## config.mk

```make
export PLATFORM = sky130hd
export DESIGN_NAME = grid_skirt_index_generator
export DESIGN_NICKNAME = d
export VERILOG_FILES = /design/src/hdl/gsig_pkg.sv /design/src/hdl/gsig_datapath.sv /design/src/hdl/grid_skirt_index_generator.sv
export SDC_FILE = /design/constraint.sdc
export NUM_CORES = 1
export LEC_CHECK = 0
export ABC_AREA = 1
export BUFFER_PORTS_ARGS = -buffer_cell sky130_fd_sc_hd__buf_2
export CAP_MARGIN = 20
export CORE_UTILIZATION = 55
export CTS_BUF_LIST = sky130_fd_sc_hd__clkbuf_8
export DETAILED_ROUTE_END_ITERATION = 10
export PLACE_DENSITY = 0.69
export SLEW_MARGIN = 30
export SYNTH_ARGS = -nofsm -noshare
export SYNTH_HDL_FRONTEND = slang
export SYNTH_SLANG_ARGS = --single-unit
export TNS_END_PERCENT = 20
```

## constraint.sdc

```tcl
create_clock -name clk_i -period 10.5 [get_ports clk_i]
set_clock_uncertainty 0.05 [all_clocks]
set_input_delay 2.1 -clock clk_i [delete_from_list [all_inputs] [get_ports clk_i]]
set_output_delay 2.1 -clock clk_i [all_outputs]
set_load 0.005 [all_outputs]
```

## src/hdl/gsig_pkg.sv

```systemverilog
// Shared types and constants for the grid skirt index generator.
// Used by gsig_datapath and grid_skirt_index_generator; no dependencies.
package gsig_pkg;

  // Default largest grid side, in quads.
  localparam int GRID_MAX_DEF = 256;

  // Configuration port and payload widths.
  localparam int CFG_W     = 9;
  localparam int CFG_IDX_W = 1;
  localparam int IDX_W     = 17;

  typedef enum logic [CFG_IDX_W-1:0] {
    CFG_GRID_SIZE  = 1'b0,
    CFG_INDICES_EN = 1'b1
  } gsig_cfg_reg_e;

  typedef enum logic [2:0] {
    PH_GRID  = 3'd0,
    PH_WEST  = 3'd1,
    PH_SOUTH = 3'd2,
    PH_EAST  = 3'd3,
    PH_NORTH = 3'd4,
    PH_DONE  = 3'd5
  } gsig_phase_e;

  // Per-pair control that travels with the operands into the datapath.
  typedef struct packed {
    gsig_phase_e phase;
    logic        last;
  } gsig_ctrl_t;

endpackage

```

## src/hdl/gsig_datapath.sv

```systemverilog
// Two-stage index datapath: registered products, then index assembly
// into the output register. Depends on gsig_pkg.
module gsig_datapath #(
  parameter int GRID_MAX = gsig_pkg::GRID_MAX_DEF,
  parameter int CW       = 8,
  parameter int NW       = 9
) (
  input  logic                        clk_i,
  input  logic                        rst_ni,
  input  logic                        op_valid_i,
  output logic                        op_stall_o,
  input  gsig_pkg::gsig_ctrl_t        op_ctrl_i,
  input  logic [CW-1:0]               op_col_i,
  input  logic [CW-1:0]               op_row_i,
  input  logic [NW-1:0]               op_n_i,
  output logic                        out_valid_o,
  input  logic                        out_stall_i,
  output logic [gsig_pkg::IDX_W-1:0]  index_a_o,
  output logic [gsig_pkg::IDX_W-1:0]  index_b_o,
  output logic [gsig_pkg::IDX_W-1:0]  index_c_o,
  output logic [gsig_pkg::IDX_W-1:0]  index_d_o,
  output logic [gsig_pkg::IDX_W-1:0]  index_e_o,
  output logic [gsig_pkg::IDX_W-1:0]  index_f_o,
  output logic                        on_skirt_o,
  output logic                        last_pair_o
);
  import gsig_pkg::*;

  localparam int PW = 2 * NW + 1;

  // Multiplier operands.
  logic [NW-1:0]   mul_r;
  logic [NW:0]     mul_s;
  logic [PW-1:0]   m1_d, m2_d;

  // Product stage.
  logic            s1_vld_q;
  gsig_ctrl_t      s1_ctrl_q;
  logic [CW-1:0]   s1_col_q;
  logic [NW-1:0]   s1_n_q;
  logic [PW-1:0]   s1_m1_q, s1_m2_q;

  // Assembly.
  logic [PW-1:0]   colx, nx;
  logic [PW-1:0]   ga, gb, gc, gd;
  logic [PW-1:0]   ta, tb, sa, sb;
  logic [PW-1:0]   v0, v1, v2, v3, v4, v5;
  logic            skirt;

  logic            out_vld_q;
  logic            out_adv, s1_take;

  always_comb begin
    mul_s = '0;
    case (op_ctrl_i.phase)
      PH_GRID:  mul_r = NW'(op_row_i);
      PH_WEST:  mul_r = NW'(op_col_i);
      PH_SOUTH: mul_r = op_n_i - 1'b1;
      PH_EAST:  mul_r = op_n_i - 1'b1 - NW'(op_col_i);
      default:  mul_r = '0;
    endcase
    case (op_ctrl_i.phase)
      PH_WEST:  mul_s = (NW+1)'(op_n_i);
      PH_SOUTH: mul_s = (NW+1)'(op_n_i) + (NW+1)'(1);
      PH_EAST:  mul_s = (NW+1)'(op_n_i) + (NW+1)'(2);
      PH_NORTH: mul_s = (NW+1)'(op_n_i) + (NW+1)'(3);
      default:  mul_s = '0;
    endcase
  end

  // Row base (or edge base) and skirt base: n*n + e*n = n*(n+e).
  assign m1_d = PW'(mul_r) * PW'(op_n_i);
  assign m2_d = PW'(mul_s) * PW'(op_n_i);

  // The output register frees when it is empty or being taken.
  assign out_adv    = ~out_vld_q | ~out_stall_i;
  assign s1_take    = ~s1_vld_q | out_adv;
  assign op_stall_o = ~s1_take;

  always_ff @(posedge clk_i or negedge rst_ni) begin
    if (!rst_ni) begin
      s1_vld_q <= 1'b0;
    end else if (s1_take) begin
      s1_vld_q <= op_valid_i;
    end
  end

  always_ff @(posedge clk_i) begin
    if (s1_take && op_valid_i) begin
      s1_ctrl_q <= op_ctrl_i;
      s1_col_q  <= op_col_i;
      s1_n_q    <= op_n_i;
      s1_m1_q   <= m1_d;
      s1_m2_q   <= m2_d;
    end
  end

  assign colx = PW'(s1_col_q);
  assign nx   = PW'(s1_n_q);
  assign ga   = s1_m1_q + colx;
  assign gb   = ga + 1'b1;
  assign gc   = ga + nx;
  assign gd   = gc + 1'b1;
  assign sa   = s1_m2_q + colx;
  assign sb   = sa + 1'b1;

  always_comb begin
    case (s1_ctrl_q.phase)
      PH_WEST: begin
        ta = s1_m1_q;
        tb = s1_m1_q + nx;
      end
      PH_SOUTH: begin
        ta = s1_m1_q + colx;
        tb = s1_m1_q + colx + 1'b1;
      end
      PH_EAST: begin
        // Walking north, the next edge vertex sits one row up.
        ta = s1_m1_q + nx - 1'b1;
        tb = s1_m1_q - 1'b1;
      end
      default: begin
        ta = nx - 1'b1 - colx;
        tb = nx - 2'd2 - colx;
      end
    endcase
    skirt = (s1_ctrl_q.phase != PH_GRID);
    if (skirt) begin
      v0 = ta; v1 = tb; v2 = sa;
      v3 = sa; v4 = tb; v5 = sb;
    end else begin
      v0 = ga; v1 = gc; v2 = gb;
      v3 = gb; v4 = gc; v5 = gd;
    end
  end

  always_ff @(posedge clk_i or negedge rst_ni) begin
    if (!rst_ni) begin
      out_vld_q <= 1'b0;
    end else if (out_adv) begin
      out_vld_q <= s1_vld_q;
    end
  end

  always_ff @(posedge clk_i) begin
    if (out_adv && s1_vld_q) begin
      index_a_o   <= IDX_W'(v0);
      index_b_o   <= IDX_W'(v1);
      index_c_o   <= IDX_W'(v2);
      index_d_o   <= IDX_W'(v3);
      index_e_o   <= IDX_W'(v4);
      index_f_o   <= IDX_W'(v5);
      on_skirt_o  <= skirt;
      last_pair_o <= s1_ctrl_q.last;
    end
  end

  assign out_valid_o = out_vld_q;

endmodule

```

## src/hdl/grid_skirt_index_generator.sv

```systemverilog
// Top level of the grid skirt index generator: configuration registers and
// the quad sequencer. Depends on gsig_pkg and gsig_datapath.
//
//   channel  | direction | handshake              | payload
//   ---------+-----------+------------------------+-----------------------------
//   in       | in        | in_valid_i / in_stall_o | restart_i
//   out      | out       | out_valid_o/out_stall_i | index_a_o..index_f_o,
//            |           |                        | on_skirt_o, last_pair_o
//   cfg      | in        | cfg_we_i               | cfg_idx_i, cfg_data_i
//
// One item per cycle is accepted while in_stall_o is low; the sequencer and the
// product register load at the accepting edge, and the pair moves on into the
// output register once it frees. The product stage holds two small multipliers.
// Reset leaves grid size 1, pairs enabled and the sequencer on the first
// grid quad. Input stalls only while both pipeline registers hold pairs and
// the output is stalled; an item yielding no pair moves state only on restart.
module grid_skirt_index_generator #(
  parameter int GRID_MAX = gsig_pkg::GRID_MAX_DEF
) (
  input  logic                            clk_i,
  input  logic                            rst_ni,
  input  logic                            cfg_we_i,
  input  logic [gsig_pkg::CFG_IDX_W-1:0]  cfg_idx_i,
  input  logic [gsig_pkg::CFG_W-1:0]      cfg_data_i,
  input  logic                            in_valid_i,
  output logic                            in_stall_o,
  input  logic                            restart_i,
  output logic                            out_valid_o,
  input  logic                            out_stall_i,
  output logic [gsig_pkg::IDX_W-1:0]      index_a_o,
  output logic [gsig_pkg::IDX_W-1:0]      index_b_o,
  output logic [gsig_pkg::IDX_W-1:0]      index_c_o,
  output logic [gsig_pkg::IDX_W-1:0]      index_d_o,
  output logic [gsig_pkg::IDX_W-1:0]      index_e_o,
  output logic [gsig_pkg::IDX_W-1:0]      index_f_o,
  output logic                            on_skirt_o,
  output logic                            last_pair_o
);
  import gsig_pkg::*;

  localparam int CW = (GRID_MAX > 1) ? $clog2(GRID_MAX) : 1;
  localparam int NW = $clog2(GRID_MAX + 2);
  localparam int GW = (NW > CFG_W) ? NW : CFG_W;

  logic [CFG_W-1:0] grid_size_q;
  logic             indices_en_q;

  gsig_phase_e      phase_q, phase_d, ph_r;
  logic [CW-1:0]    col_q, col_d, col_r, col_s;
  logic [CW-1:0]    row_q, row_d, row_r, row_s;

  logic [GW-1:0]    gsz, g_eff;
  logic [CW-1:0]    gm1;
  logic [NW-1:0]    n;
  logic             accept, emit, col_end, row_end;
  gsig_ctrl_t       op_ctrl;

  always_ff @(posedge clk_i or negedge rst_ni) begin
    if (!rst_ni) begin
      grid_size_q  <= CFG_W'(1);
      indices_en_q <= 1'b1;
    end else if (cfg_we_i) begin
      unique case (gsig_cfg_reg_e'(cfg_idx_i))
        CFG_GRID_SIZE:  grid_size_q  <= cfg_data_i;
        CFG_INDICES_EN: indices_en_q <= cfg_data_i[0];
        default: ;
      endcase
    end
  end

  // Effective grid side, clamped to 1..GRID_MAX.
  always_comb begin
    gsz = GW'(grid_size_q);
    if (gsz == '0) begin
      g_eff = GW'(1);
    end else if (gsz > GW'(GRID_MAX)) begin
      g_eff = GW'(GRID_MAX);
    end else begin
      g_eff = gsz;
    end
  end

  assign gm1 = CW'(g_eff - 1'b1);
  assign n   = NW'(gm1) + NW'(2);

  assign accept = in_valid_i & ~in_stall_o;

  always_comb begin
    ph_r    = restart_i ? PH_GRID : phase_q;
    col_r   = restart_i ? '0 : col_q;
    row_r   = restart_i ? '0 : row_q;
    emit    = indices_en_q & (ph_r == PH_GRID || ph_r == PH_WEST || ph_r == PH_SOUTH ||
                              ph_r == PH_EAST || ph_r == PH_NORTH);
    // A grid size shrunk mid-list pulls the position back inside the grid.
    col_s   = (col_r > gm1) ? gm1 : col_r;
    row_s   = (row_r > gm1) ? gm1 : row_r;
    col_end = (col_s == gm1);
    row_end = (row_s == gm1);

    phase_d = ph_r;
    col_d   = col_r;
    row_d   = row_r;
    op_ctrl.phase = ph_r;
    op_ctrl.last  = (ph_r == PH_NORTH) & col_end;

    if (emit) begin
      row_d = row_s;
      col_d = col_end ? '0 : CW'(col_s + 1'b1);
      unique case (ph_r)
        PH_GRID: begin
          if (col_end) begin
            if (row_end) begin
              row_d   = '0;
              phase_d = PH_WEST;
            end else begin
              row_d = CW'(row_s + 1'b1);
            end
          end
        end
        PH_WEST:  if (col_end) phase_d = PH_SOUTH;
        PH_SOUTH: if (col_end) phase_d = PH_EAST;
        PH_EAST:  if (col_end) phase_d = PH_NORTH;
        PH_NORTH: if (col_end) phase_d = PH_DONE;
        default:  phase_d = ph_r;
      endcase
    end
  end

  always_ff @(posedge clk_i or negedge rst_ni) begin
    if (!rst_ni) begin
      phase_q <= PH_GRID;
      col_q   <= '0;
      row_q   <= '0;
    end else if (accept) begin
      phase_q <= phase_d;
      col_q   <= col_d;
      row_q   <= row_d;
    end
  end

  gsig_datapath #(
    .GRID_MAX (GRID_MAX),
    .CW       (CW),
    .NW       (NW)
  ) u_datapath (
    .clk_i       (clk_i),
    .rst_ni      (rst_ni),
    .op_valid_i  (accept & emit),
    .op_stall_o  (in_stall_o),
    .op_ctrl_i   (op_ctrl),
    .op_col_i    (col_s),
    .op_row_i    (row_s),
    .op_n_i      (n),
    .out_valid_o (out_valid_o),
    .out_stall_i (out_stall_i),
    .index_a_o   (index_a_o),
    .index_b_o   (index_b_o),
    .index_c_o   (index_c_o),
    .index_d_o   (index_d_o),
    .index_e_o   (index_e_o),
    .index_f_o   (index_f_o),
    .on_skirt_o  (on_skirt_o),
    .last_pair_o (last_pair_o)
  );

endmodule
```

Word-level counts from Yosys, hierarchy flattened --
Cells that the tools add are included.
Word-level totals: bits in registers 156, input bits 16, output and inout port bits 106, word-level logic and storage cells 106
Operators by class: add/sub/neg operators 22, multiplexer cells 29, order comparisons 3, bitwise operators 11, multipliers 2, eq/ne operators 9, reductions and logical operators 11
Operator list (number):
- one-hot mux 17 bit (3 select lines) | 2
- two-way mux 8 bit | 12
- two-way mux 17 bit | 4
- adder 17 x 1 -> 17 bit, second input constant | 3
- one-hot mux 10 bit (4 select lines) | 1
- one-hot mux 9 bit (4 select lines) | 1
- adder 17 x 8 -> 17 bit | 2
- adder 17 x 9 -> 17 bit | 2
- subtractor 17 x 1 -> 17 bit, second input constant | 2
- subtractor 17 x 8 -> 17 bit | 2
- two-way mux 3 bit | 8
- adder 9 x 2 -> 10 bit, second input constant | 2
- multiplier 10 x 9 -> 17 bit | 1
- multiplier 9 x 9 -> 17 bit | 1
- adder 8 x 1 -> 8 bit, second input constant | 2
- == test 8 bit | 2
- > comparator 8 bit | 2
- one-hot mux 3 bit (5 select lines) | 1
- == test 3 x 2 -> 1 bit, second input constant | 4
- adder 9 x 1 -> 10 bit, second input constant | 1
- subtractor 9 x 1 -> 10 bit, second input constant | 1
- subtractor 9 x 2 -> 10 bit, second input constant | 1
- adder 8 x 2 -> 9 bit, second input constant | 1
- > comparator 9 bit, second input constant | 1
- 14 further kinds | 28

Longest topological paths before layout --
word-level depth 11, mapped depth 60, mapped depth without buffers 58

Hierarchy --
A second synthesis with hierarchy kept.
Unflattened totals: cell total of the unflattened synthesis 2782, area, all modules 19952.9 µm²
By module, submodules not included:
- gsig_datapath | area an instance 16794.9 µm², cells each 2269, times used 1, sequential area each 3803.6 µm²
- grid_skirt_index_generator | area an instance 3158.0 µm², cells each 513, times used 1, sequential area each 728.2 µm²

Worst setup path before layout --
OpenSTA, ideal clock, no wires.
kind input-to-reg, start point input restart_i, end point register u_datapath.s1_m1_q[16], data pin, path buffers 3, setup slack 0.767 ns, arrival 9.431 ns, library setup time 0.252 ns, data required time 10.198 ns, stages 51, cells stage by stage clkbuf_1 > inv_1 > clkbuf_1 > nand2_1 > inv_1 > ha_1 > nand2_1 > inv_1 > o21ai_0 > nand2_1 > nand3_1 > nand2_4 > nand2_4 > buf_4 > o21ai_0 > inv_1 > ha_1 > fa_1 > [... 15 more ...] > fa_1 > fa_1 > inv_1 > ha_1 > a21oi_1 > nand2_1 > a21oi_1 > inv_1 > a21oi_1 > o21ai_0 > nand3_1 > nand2_1 > a21oi_1 > o21bai_1 > xor2_1 > inv_1 > nand3_1 > nand2_1
On the way: word-level cells in the longest chain between the ends 6, elaborated cells on any way between the ends 14, classes of those cells add/sub (1); mul (1); order compare (2); eq/ne (3); mux (6); reduce/logical (1)
Ends and longest elaborated chain:
- start: declaration | RTL line grid_skirt_index_generator.sv:27 | input logic restart_i,
- two-way mux 8 bit * | RTL line grid_skirt_index_generator.sv:90 | col_r = restart_i ? '0 : col_q;
- > comparator 8 bit | RTL line grid_skirt_index_generator.sv:95 | col_s = (col_r > gm1) ? gm1 : col_r;
- two-way mux 8 bit * | RTL line grid_skirt_index_generator.sv:95
- net col_s[0] | RTL line grid_skirt_index_generator.sv:49 | logic [CW-1:0] col_q, col_d, col_r, col_s;
- subtractor 9 x 8 -> 9 bit | RTL line gsig_datapath.sv:59 | PH_EAST: mul_r = op_n_i - 1'b1 - NW'(op_col_i);
- one-hot mux 9 bit (4 select lines) * | RTL line gsig_datapath.sv:55 | case (op_ctrl_i.phase)
- multiplier 9 x 9 -> 17 bit * | RTL line gsig_datapath.sv:72 | assign m1_d = PW'(mul_r) * PW'(op_n_i);
- net u_datapath.m1_d[16] | RTL line gsig_datapath.sv:34 | logic [PW-1:0] m1_d, m2_d;
- end signal: assignment | RTL line gsig_datapath.sv:93 | s1_m1_q <= m1_d;
- end: declaration | RTL line gsig_datapath.sv:41 | logic [PW-1:0] s1_m1_q, s1_m2_q;
Mark *: on every way through the listed nets, which the timed path passes. The rest lies on a longest branch. A chain may end at the register's enable or synchronous reset.

Final worst setup path --
Ends and elaborated chain as after synthesis.

==> impl_metrics.toml <==
[critical_path]
worst_r2r_path_depth = 54
timing.critical_path.slowest_stage_cell = "sky130_fd_sc_hd__fa_1"
startpoint_type = "input pin"
slowest_delay_ps = 540
crit-reg2reg-launch = "grid_size_q[4]"
cp_data_arrival_time_ps = 9900
worst_setup_path_end_kind = "flop"
cp_data_required_time_ps = 10710
worst_r2r_endpoint = "u_datapath.s1_m1_q[16]"
crit_path_max_fanout = 16
timing.reg2reg.setup_slack_ps = 1270
critPathKind = "input pin to flop"

[synthesis]
postSynth.asyncResetShare_pct = 19.9
netlist_top_cells_area = "sky130_fd_sc_hd__edfxtp_1 (20%), sky130_fd_sc_hd__fa_1 (12%), sky130_fd_sc_hd__nand2_1 (11%), sky130_fd_sc_hd__ha_1 (10%), sky130_fd_sc_hd__inv_1 (9.1%)"
synth_enable_flop_cells = 125
postSynthAreaPerCell_sq_um = 7.43
post_synth_num_cell_types = 60
synthCells = 2476
netlist.top_cell.by_area = "sky130_fd_sc_hd__edfxtp_1"
synth.most_common_cell = "sky130_fd_sc_hd__nand2_1"
synth-seq-area-share_pct = 24.6
yosys_register_bits = 156
synth_area_sq_um = 18400
post_synth_most_frequent_cells = "sky130_fd_sc_hd__nand2_1 (517), sky130_fd_sc_hd__inv_1 (444), sky130_fd_sc_hd__nor2_1 (240), sky130_fd_sc_hd__ha_1 (154)"
synth_warnings = 0
synth_top_area_share_pct = 20.4
synth_top_flop_cell = "sky130_fd_sc_hd__edfxtp_1"

[cts]
clock_tree.htree_level_count = 4
clock_pin_transition_on_the_worst_setup_and_hold_timing_paths_ps = 90
insertion_delay_ps = 520
clock_root_buffer = "sky130_fd_sc_hd__clkbuf_8"
tritoncts = "built"
ctsLongestPathBuffers = 2
ctsHoldBuffers = 0
tritoncts_num_sinks = 156
cts_made_buffers = 17

[placed_design]
placement.io_buffers = 121
placed_cells_incl_taps = 2991
post-dp-hpwl_um = 41600
gp_congestion = 0.950
cell_area_after_placement_sq_um = 19400

[layout]
finish.instance_area_sq_um = 19800
flow.area_growth_from_synthesis_pct = 7.52
layout-drive-gt1-share_pct = 9.60
layout.cells.non_filler = 3025
final_net_count = 2852
antennaDiodeCount = 0

[power_and_ir_drop]
p_leak_nw = 9.98
power-per-cell-area_nw_per_um2 = 268
vdd_ir_drop_max_mv = 0.217
fin_total_pwr_mw = 5.30

[timing]
finalSetupViolCount = 0
post-route-min-period_ps = 9690
slew_violations = 0
grt_setup_unrepaired = "false"
hold_viol = 0
max_slew_margin_pct = 37.2
setup_total_negative_slack_ps = 0
finalCritPeriodShare_pct = 92.2
tightestPinTransition_ps = 940
achievable_freq_mhz = 103

[worst_hold_path]
timing.hold.worst.start = "u_datapath.s1_ctrl_q[0]"
timing.hold.worst_path_depth = 0
min_path_type = "flop to flop"
hold_worst_path_end = "u_datapath.last_pair_o"

[drt]
drc_errors = 0
routed_wl_um = 51300
route.detailed.vias_per_inst = 5.48
first_iter_violations = 1274
dr.pass1.iters = 6
vias = 16600
ant_nets = 0
route.detailed.wl_per_inst_um = 16.9

[floorplanning]
boundaryPins = 122
floorplan.die_area_sq_um = 34200
die_extent_in_y_um = 185
die_x_um = 185
initial_core_util_pct = 56.2
floorplan.core_area_sq_um = 32700
placementRows = 66

[global_route]
overflow = 0
track_usage_pct = 31.5
largest_net_degree_at_the_start_of_global_routing = 71
grt_first_pass_wirelength_um = 82500
antenna_found_initial = 0
grt_pass1_vias = 16000

[job]
drv_cap = 0

[outcome]
outcome = "complete, no violations"
## layout by cell type (no fill, tap or decap), drive strengths merged, types with 32 or more instances in the layout
cell	count
fa	112
nand2	527
nand4	32
ha	154
nand3	128
buf	156
inv	462
edfxtp	125
xor2	83
nor2	250
a21oi	141
o21ai	161
## layer usage
| metal | vias up | wire (um) | track usage, % | part of all wire (%) |
|---|---|---|---|---|
| met5 | - | 0 | 0 | 0 |
| met2 | 585 | 24600 | 53.8 | 48 |
| li1 | 8148 | - | - | - |
| met1 | 7725 | 21800 | 39.9 | 43 |
| met4 | 0 | 1750 | 12.7 | 3.4 |
| met3 | 107 | 3070 | 4.36 | 6.0 |
## worst max-delay path: cells and delay by family
family,cells,cell delay (ps)
AOI/OAI and AO/OA,10,1360
xor gates and xnor gates,1,180
adders and majority gates,8,3310
buffers and inverters,13,1380
and+or+nand+nor,16,1550
## metrics by stage
stage	setup WS [ps]	util (%)	hold WS [ps]
final	814	60.5	389
after global routing	65.5	60.5	399
after CTS	687	60.4	385
after detailed placement	157	59.2	365
after global placement	435	59.2	363
after floorplan	767	-	350
## what timing repair did
| action | in CTS | in global routing |
|---|---|---|
| setup endpoints to repair | 0 | 1 |
| gates resized for setup | 0 | 2 |
| setup buffers | 0 | 2 |
## layout make-up
type                            count  area, sq um
Sequential cell                   156         4530
Clock buffer                       17          234
Tap cell                          442          553
Multi-Input combinational cell   1773        11700
Fill cell                        3132        12900
Inverter                          466         1760
Timing Repair Buffer              156          868
Clock inverter                     15          161
## logic make-up after synthesis
| group | Yosys count | synth area share (%) |
|---|---|---|
| AOI/OAI and AO/OA | 395 | 12.3 |
| xor gates and xnor gates | 107 | 5.10 |
| adders and majority gates | 266 | 22.7 |
| buffers and inverters | 553 | 12.2 |
| DFF | 156 | 24.6 |
| muxes | 4 | 0.245 |
| other | 2 | 0.0408 |
| and+or+nand+nor | 993 | 22.8 |
## power by group
part	leakage, nW	total (mW)	switching, mW	internal, mW
clock	0.197	0.465	0.251	0.215
combinational	8.23	3.71	2.42	1.29
sequential	1.55	1.12	0.140	0.983
## worst max path at each step
| stage | start | endpoint | cells after the start |
|---|---|---|---|
| after floorplan | restart_i | u_datapath.s1_m1_q[16] | 51 |
| after global placement | restart_i | u_datapath.s1_m1_q[16] | 49 |
| after detailed placement | restart_i | u_datapath.s1_m1_q[16] | 49 |
| after CTS | restart_i | u_datapath.s1_m1_q[16] | 49 |
| after global routing | restart_i | u_datapath.s1_m1_q[16] | 50 |
| final | restart_i | u_datapath.s1_m1_q[16] | 48 |
## state kept, by name, indices dropped and copies added (netlist names)
name                    flops
col_q                       8
grid_size_q                 9
indices_en_q                1
phase_q                     3
row_q                       8
u_datapath.index_a_o       17
u_datapath.index_b_o       17
u_datapath.index_c_o       17
u_datapath.index_f_o       17
u_datapath.last_pair_o      1
u_datapath.on_skirt_o       1
u_datapath.out_valid_o      1
u_datapath.s1_col_q         8
u_datapath.s1_ctrl_q        4
u_datapath.s1_m1_q         17
u_datapath.s1_m2_q         17
u_datapath.s1_n_q           9
u_datapath.s1_vld_q         1
No activity file was read; power rests on OpenSTA's default activity.
